$ cat src/rtl/core/jacobi_laplace_grid_solver_defines.svh
// Assertion macros shared by the solver RTL.
`ifndef JACOBI_LAPLACE_GRID_SOLVER_DEFINES_SVH
`define JACOBI_LAPLACE_GRID_SOLVER_DEFINES_SVH

// Property that must hold at every clock edge outside reset.
`define JLS_ASSERT_HOLDS(label, prop, msg) \
   label: assert property (@(posedge clock) disable iff (reset) (prop)) else $error(msg);

// Consequent that must hold in the cycle after the antecedent.
`define JLS_ASSERT_NEXT(label, ante, cons, msg) \
   label: assert property (@(posedge clock) disable iff (reset) (ante) |=> (cons)) \
      else $error(msg);

`endif

$ cat src/rtl/core/jls_pkg.sv
`timescale 1ns / 1ps
package jls_pkg;

   localparam int MAX_SIDE     = 128;
   localparam int CHECK_PERIOD = 100;

   localparam int IDX_W   = $clog2(MAX_SIDE);
   localparam int SIDE_W  = $clog2(MAX_SIDE + 1);
   localparam int ADDR_W  = 2 * IDX_W;
   localparam int DEPTH   = MAX_SIDE * MAX_SIDE;
   localparam int DATA_W  = 32;
   localparam int STEP_W  = 27;
   localparam int CNT_W   = 24;
   localparam int PHASE_W = $clog2(CHECK_PERIOD + 1);
   localparam int EDGE_W  = STEP_W + IDX_W + 1;
   localparam int SUM_W   = DATA_W + 2;

   localparam logic [DATA_W-1:0] QONE      = 32'h0100_0000;
   localparam logic [DATA_W-1:0] CORNER_LO = 32'h0A00_0000;
   localparam logic [DATA_W-1:0] CORNER_MD = 32'h1400_0000;
   localparam logic [DATA_W-1:0] CORNER_HI = 32'h1E00_0000;

   // Pipeline depth from read issue to the last error update.
   localparam logic [2:0] DRAIN_CYCLES = 3'd7;

   localparam logic CSR_GRID_SIZE     = 1'b0;
   localparam logic CSR_BOUNDARY_STEP = 1'b1;

   localparam logic [7:0]        GRID_SIZE_RESET = 8'd128;
   localparam logic [STEP_W-1:0] STEP_RESET      = 27'd1321041;

   typedef struct packed {
      logic [DATA_W-1:0] top;
      logic [DATA_W-1:0] mid;
      logic [DATA_W-1:0] bot;
   } column_type;

   typedef struct packed {
      logic              we;
      logic [ADDR_W-1:0] addr;
      logic [DATA_W-1:0] data;
   } store_wr_type;

endpackage

$ cat src/rtl/core/jls_cell.sv
`timescale 1ns / 1ps
// One stencil cell: holds a three-row column slice and passes it on each cycle.
module jls_cell (
   input  logic                clock,
   input  jls_pkg::column_type col_in,
   output jls_pkg::column_type col_out
);
   import jls_pkg::*;

   column_type col_ff;

   always_ff @(posedge clock) begin
      col_ff <= col_in;
   end

   assign col_out = col_ff;
endmodule

$ cat config.mk
export PLATFORM = sky130hd
export DESIGN_NAME = jls_cell
export DESIGN_NICKNAME = d
export VERILOG_FILES = /design/src/rtl/core/jacobi_laplace_grid_solver_defines.svh /design/src/rtl/core/jls_pkg.sv /design/src/rtl/core/jls_cell.sv
export SDC_FILE = /design/constraint.sdc
export NUM_CORES = 1
export LEC_CHECK = 0
export BUFFER_PORTS_ARGS = -buffer_cell sky130_fd_sc_hd__buf_2
export CORE_AREA = 2 2 77 79
export CTS_CLUSTER_SIZE = 24
export DETAILED_ROUTE_END_ITERATION = 12
export DIE_AREA = 0 0 79 81
export PLACE_DENSITY = 0.76
export REMOVE_ABC_BUFFERS = 1
export SLEW_MARGIN = 20
export SYNTH_ARGS = -nofsm -noshare
export SYNTH_HDL_FRONTEND = slang
export SYNTH_SLANG_ARGS = --single-unit
$ cat constraint.sdc
create_clock -name clock -period 0.8 [get_ports clock]
set_clock_uncertainty 0.05 [all_clocks]
set_input_delay 0.08 -clock clock [delete_from_list [all_inputs] [get_ports clock]]
set_output_delay 0.08 -clock clock [all_outputs]
set_load 0.02 [all_outputs]
# After elaboration in Yosys (flattened, before gate mapping)
# Index checks and enable logic that the tools add are counted.
# totals
reg_bits	96
latchBits	0
ramBits	0
mem_bits_ro	0
inputBits	97
out_inout_bits	96
elab_cells	3
mem_count	0
# classes
add_sub_neg	0
multipliers	0
div_mod_pow	0
n_lt_le_gt_ge	0
eq_ne	0
shifts	0
muxes	0
bitwise_logic	0
reduce_logical	0

# Depth between registers and ports, before layout
# Gate-level depths: netlist (run 1).
# logic_depth
ltp_word	0
depth_mapped	0
mapped_depth_nobuf	0

# Worst setup path after synthesis (run 1)
# Ideal clock, no wire load.
# synth_timing
path_type	flip-flop to output port
startpoint	register col_ff, in the netlist col_out[0]
endpoint	output port col_out[0] (netlist bit)
t_arrival_ns	0.395
slack_ns	0.275
path_stages_with_launch	1
path_buffers	0
cell_sequence	dfxtp_1
# synth_rtl
item	line_no	text
start: declaration	jls_cell.sv:10	column_type col_ff;
start signal: assignment	jls_cell.sv:13	col_ff <= col_in;
end: declaration	jls_cell.sv:6	output jls_pkg::column_type col_out
# No word-level cell between the ends.

# Worst setup path in the final report (run 1)
# layout_timing
startpoint	register col_ff, in the netlist col_out[23]
endpoint	output port col_out[23] (netlist bit)
# No word-level cell between the ends.

==> flow_metrics.env, run 1 <==
export IMPL_fmax_mhz=1060
export IMPL_grt_max_degree=16
export IMPL_port_buffer_count=192
export IMPL_max_stage_delay_ns=0.35
export IMPL_multi_input_comb_area_um2=0
export IMPL_htree_levels=3
export IMPL_critical_path_top_delay_family="flip-flops"
export IMPL_period_share=1.18
export IMPL_min_from="col_in[63]"
export IMPL_power_w=0.0102
export IMPL_vias=1900
export IMPL_globalplace_congestion=0.743
export IMPL_cp_required_ns=0.67
export IMPL_seq_power_share=0.511
export IMPL_clock_path_buffers=2
export IMPL_cts_buffers=9
export IMPL_p_int_w=0.00786
export IMPL_track_usage=0.253
export IMPL_yosys_warnings=0
export IMPL_cp_buffers_inverters=1
export IMPL_cp_arrival_ns=0.81
export IMPL_initial_core_util=0.339
export IMPL_start_kind="register"
export IMPL_crit_fanout=1
export IMPL_overflow=0
export IMPL_pre_cts_slack_ns=0.208
export IMPL_drt_wl_total_um=8280
export IMPL_swShare=0.231
export IMPL_die_w_um=79
export IMPL_rsz0062_at_grt="yes"
export IMPL_max_cap_violations=0
export IMPL_critPathSlowestCell="dfxtp_2"
export IMPL_core_mm2=0.00568
export IMPL_fin_cells=476
export IMPL_rows=28
export IMPL_viasPerCell=3.99
export IMPL_status="finished, violations left"
export IMPL_drt_pass1_iterations=4
export IMPL_num_multi_input_gates=0
export IMPL_syn_to_final_growth_pct=154
export IMPL_cts_sinks=96
export IMPL_postRouteAntennaNets=0
export IMPL_synth_distinct_cells=1
export IMPL_drive_gt1_frac=0.758
export IMPL_hold_viol_final=0
export IMPL_min_period_ns=0.944
export IMPL_maxSlewViolCount=0
export IMPL_first_global_vias=2235
export IMPL_crit_path_end_kind="output pin"
export IMPL_nets=492
export IMPL_setup_ws_ns=-0.144
export IMPL_p_leak_nw=2.28
export IMPL_hold_depth=2
export IMPL_min_path_type="in2reg"
export IMPL_dieArea_mm2=0.00640
export IMPL_drc=0
export IMPL_drt_first_iter_violations=31
export IMPL_synth_area_per_cell_um2=20.0
export IMPL_worstMarginPinSlew_ns=0.101
export IMPL_clockPowerShare=0.339
export IMPL_violations="negative setup slack"
export IMPL_ir_worst_vdd_v=0.00159
export IMPL_path_clk_slew_ns=0.09
export IMPL_p_comb_frac=0.150
export IMPL_path_cells="buf_6"
export IMPL_postSynthRegisterBits=96
export IMPL_p_switching_w=0.00237
export IMPL_die_h_um=81
export IMPL_min_to="col_out[63]"
export IMPL_antenna_found_initial=0
export IMPL_design_portCount=193
export IMPL_syn_inst=96
export IMPL_syn_area_mm2=0.00192
export IMPL_tritoncts="done"
export IMPL_relSlewSlack=0.932
export IMPL_ys_seq_area_frac=1.00
export IMPL_grt_pass1_wl_um=11400
export IMPL_critPathKind="reg2out"
export IMPL_cts_root_buf="clkbuf_8"
export IMPL_largest_reg_flops=96
export IMPL_setup_violations=96
export IMPL_p_per_area_mw_per_mm2=2100
export IMPL_wl_per_cell_um=17.4
export IMPL_place_inst=363
export IMPL_place_hpwl_um=3510
export IMPL_postCtsSetupRepairBufs=0
-- cells by family (layout without fill, tap and decap cells) --
group / count (synthesis) / count (layout) / share of synthesized area
buf+inv: 0 / 304 / 0
flops: 96 / 96 / 1.00
other cells: 0 / 1 / 0
-- what timing repair did --
action,4_1_cts,5_1_grt
hold endpoints to repair,96,0
setup endpoints to repair,96,96
hold buffers,96,0
gates resized for setup,287,1
-- final cells by class --
type / count / area, um2
Timing Repair Buffer: 288 / 2520
Sequential cell: 96 / 2040
Tap cell: 75 / 93.8
Fill cell: 279 / 793
Clock buffer: 11 / 141
Antenna cell: 1 / 2.50
Clock inverter: 5 / 80.1
-- routing by layer --
| metal | up-vias | part of all wire | GRT usage |
|---|---|---|---|
| met2 | 127 | 0.57 | 0.497 |
| met4 | 0 | 0.031 | 0.128 |
| li1 | 892 | - | - |
| met1 | 862 | 0.31 | 0.223 |
| met3 | 19 | 0.092 | 0.0933 |
| met5 | - | 0 | 0 |
-- placed cells by master (no fill, tap or decap) --
master	netlist	layout
diode_2	0	1
clkinvlp_4	0	2
dfxtp_2	0	96
bufinv_16	0	2
dlygate4sd3_1	0	96
buf_2	0	96
buf_6	0	96
clkbuf_8	0	10
clkbuf_1	0	1
clkinv_2	0	1
-- power by group through the flow --
stage / logic [W] / registers (W) / clock network (W)
after floorplan: 0 / 0.00554 / 0
after global placement: 0.000800 / 0.00519 / 0
after detailed placement: 0.000813 / 0.00520 / 0
after CTS: 0.00147 / 0.00520 / 0.00343
after global routing: 0.00160 / 0.00525 / 0.00377
final: 0.00153 / 0.00522 / 0.00347
-- per-stage QoR --
step | util | hold slack [ns] | TNS (ns) | cell area (um2)
final | 0.860 | 0.317 | -11.49 | 4880
after global routing | 0.860 | 0.303 | -14.72 | 4880
after CTS | 0.860 | 0.294 | -12.58 | 4880
after detailed placement | 0.524 | 0.134 | 0 | 2980
after global placement | 0.524 | 0.132 | 0 | 2980
after floorplan | - | 0.0577 | 0 | 1920
-- worst max-delay path by stage --
| stage | start | to | slack, ns | depth (start not counted) |
|---|---|---|---|---|
| 2_1_floorplan | col_out[0] | col_out[0] | 0.27 | 0 |
| 3_5_place_dp | col_out[75] | col_out[75] | 0.21 | 1 |
| 6_report | col_out[23] | col_out[23] | -0.14 | 1 |
| 3_3_place_gp | col_out[1] | col_out[1] | 0.21 | 1 |
| 5_1_grt | col_out[0] | col_out[0] | -0.18 | 1 |
| 4_1_cts | col_out[89] | col_out[89] | -0.14 | 1 |
-- cell usage after synthesis (all sizes together) --
library cell / instances / area [um2]
dfxtp: 96 / 1920
Note: power is estimated with default switching activity, not from simulation.
==> run 2, diff against run 1 <==
- CORE_AREA: 2 2 77 79 -> 2 2 55 109
- DIE_AREA: 0 0 79 81 -> 0 0 57 111
- PLACE_DENSITY: 0.76 -> 0.77
==> flow_metrics.env, run 2 (same netlist as run 1, synthesis figures left out) <==
export IMPL_status="finished, violations left"
export IMPL_violations="negative setup slack"
export IMPL_vias=1911
export IMPL_drt_pass1_iterations=4
export IMPL_hold_viol_final=0
export IMPL_place_area_mm2=0.00296
export IMPL_critPathKind="reg2out"
export IMPL_wl_per_cell_um=17.1
export IMPL_worstMarginPinSlew_ns=0.107
export IMPL_core_mm2=0.00556
export IMPL_final_cell_mix="dfxtp_2 (96), dlygate4sd3_1 (96), buf_2 (96), buf_6 (96), clkbuf_16 (9)"
export IMPL_fmax_mhz=1100
export IMPL_cp_required_ns=0.67
export IMPL_critical_path_top_delay_family="flip-flops"
export IMPL_crit_path_end_kind="output pin"
export IMPL_max_cap_violations=0
export IMPL_viasPerCell=4.15
export IMPL_htree_levels=3
export IMPL_rsz0062_at_grt="yes"
export IMPL_max_stage_delay_ns=0.34
export IMPL_cts_sinks=96
export IMPL_place_hpwl_um=3600
export IMPL_drt_first_iter_violations=30
export IMPL_die_h_um=111
export IMPL_design_portCount=193
export IMPL_clock_path_buffers=2
export IMPL_min_path_type="in2reg"
export IMPL_overflow=0
export IMPL_relSlewSlack=0.929
export IMPL_num_multi_input_gates=0
export IMPL_final_area_mm2=0.00491
export IMPL_grt_pass1_wl_um=11700
export IMPL_cts_buffers=9
export IMPL_min_period_ns=0.913
export IMPL_grt_max_degree=14
export IMPL_cp_arrival_ns=0.78
export IMPL_globalplace_congestion=0.779
export IMPL_path_cells="buf_6"
export IMPL_first_global_vias=2198
export IMPL_tritoncts="done"
export IMPL_dieArea_mm2=0.00633
export IMPL_port_buffer_count=192
export IMPL_multi_input_comb_area_um2=0
export IMPL_postRouteAntennaNets=0
export IMPL_drive_gt1_frac=0.749
export IMPL_start_kind="register"
export IMPL_ir_worst_vdd_v=0.00220
export IMPL_rows=39
export IMPL_p_per_area_mw_per_mm2=2160
export IMPL_num_antenna_cells=0
export IMPL_cts_root_buf="clkbuf_16"
export IMPL_nets=492
export IMPL_cp_buffers_inverters=1
export IMPL_drt_wl_total_um=7880
export IMPL_antenna_found_initial=0
export IMPL_setup_ws_ns=-0.113
export IMPL_maxSlewViolCount=0
export IMPL_syn_to_final_growth_pct=155
export IMPL_path_clk_slew_ns=0.06
export IMPL_largest_reg_flops=96
export IMPL_initial_core_util=0.345
export IMPL_critPathSlowestCell="dfxtp_2"
export IMPL_period_share=1.14
export IMPL_p_leak_nw=2.30
export IMPL_setup_violations=96
export IMPL_track_usage=0.254
export IMPL_pre_cts_slack_ns=0.184
export IMPL_drc=0
export IMPL_die_w_um=57
export IMPL_crit_fanout=1
[run 2: timing repair]
item,4_1_cts,5_1_grt
setup endpoints to repair,96,96
hold endpoints to repair,96,0
hold buffers,96,0
pin swaps,0,0
cloned,0,0
resized for setup,287,1
setup buffers,0,0
[run 2: per-stage QoR]
step / cells / setup TNS [ns] / util / hold slack, ns / total power [W]
3_3_place_gp: 349 / 0 / 0.532 / 0.132 / 0.00600
5_1_grt: 460 / -11.85 / 0.882 / 0.321 / 0.0110
3_5_place_dp: 349 / 0 / 0.532 / 0.134 / 0.00602
2_1_floorplan: 96 / 0 / - / 0.0577 / 0.00554
4_1_cts: 460 / -10.61 / 0.882 / 0.309 / 0.0106
6_report: 460 / -9.23 / 0.882 / 0.330 / 0.0106
[run 2: cell type report]
cell class,instances,area (um2)
clock buffers,15,268
fillers,224,654
flip-flops and latches,96,2040
well taps,61,76.3
repair buffers,288,2520
[run 2: report_power, final]
group          leakage, nW  internal, W  total (W)  switching (W)
registers            0.811      0.00509    0.00523       0.000138
clock network        0.130      0.00226    0.00384        0.00158
logic                 1.36     0.000932    0.00153       0.000598
total                 2.30      0.00829     0.0106        0.00232
[run 2: worst paths after layout]
| path | depth (start not counted) | slack (ns) | to | startpoint |
|---|---|---|---|---|
| setup / recovery | 1 | -0.11 | col_out[47] | col_out[47] |
| hold / removal | 2 | 0.33 | col_out[40] | col_in[40] |
[run 2: metal layers]
layer	global-route usage	wire [um]	vias to the layer above
met3	0.132	1050	6
li1	-	-	890
met2	0.407	3750	170
met5	0	0	-
met1	0.284	2990	845
met4	0.0930	91	0
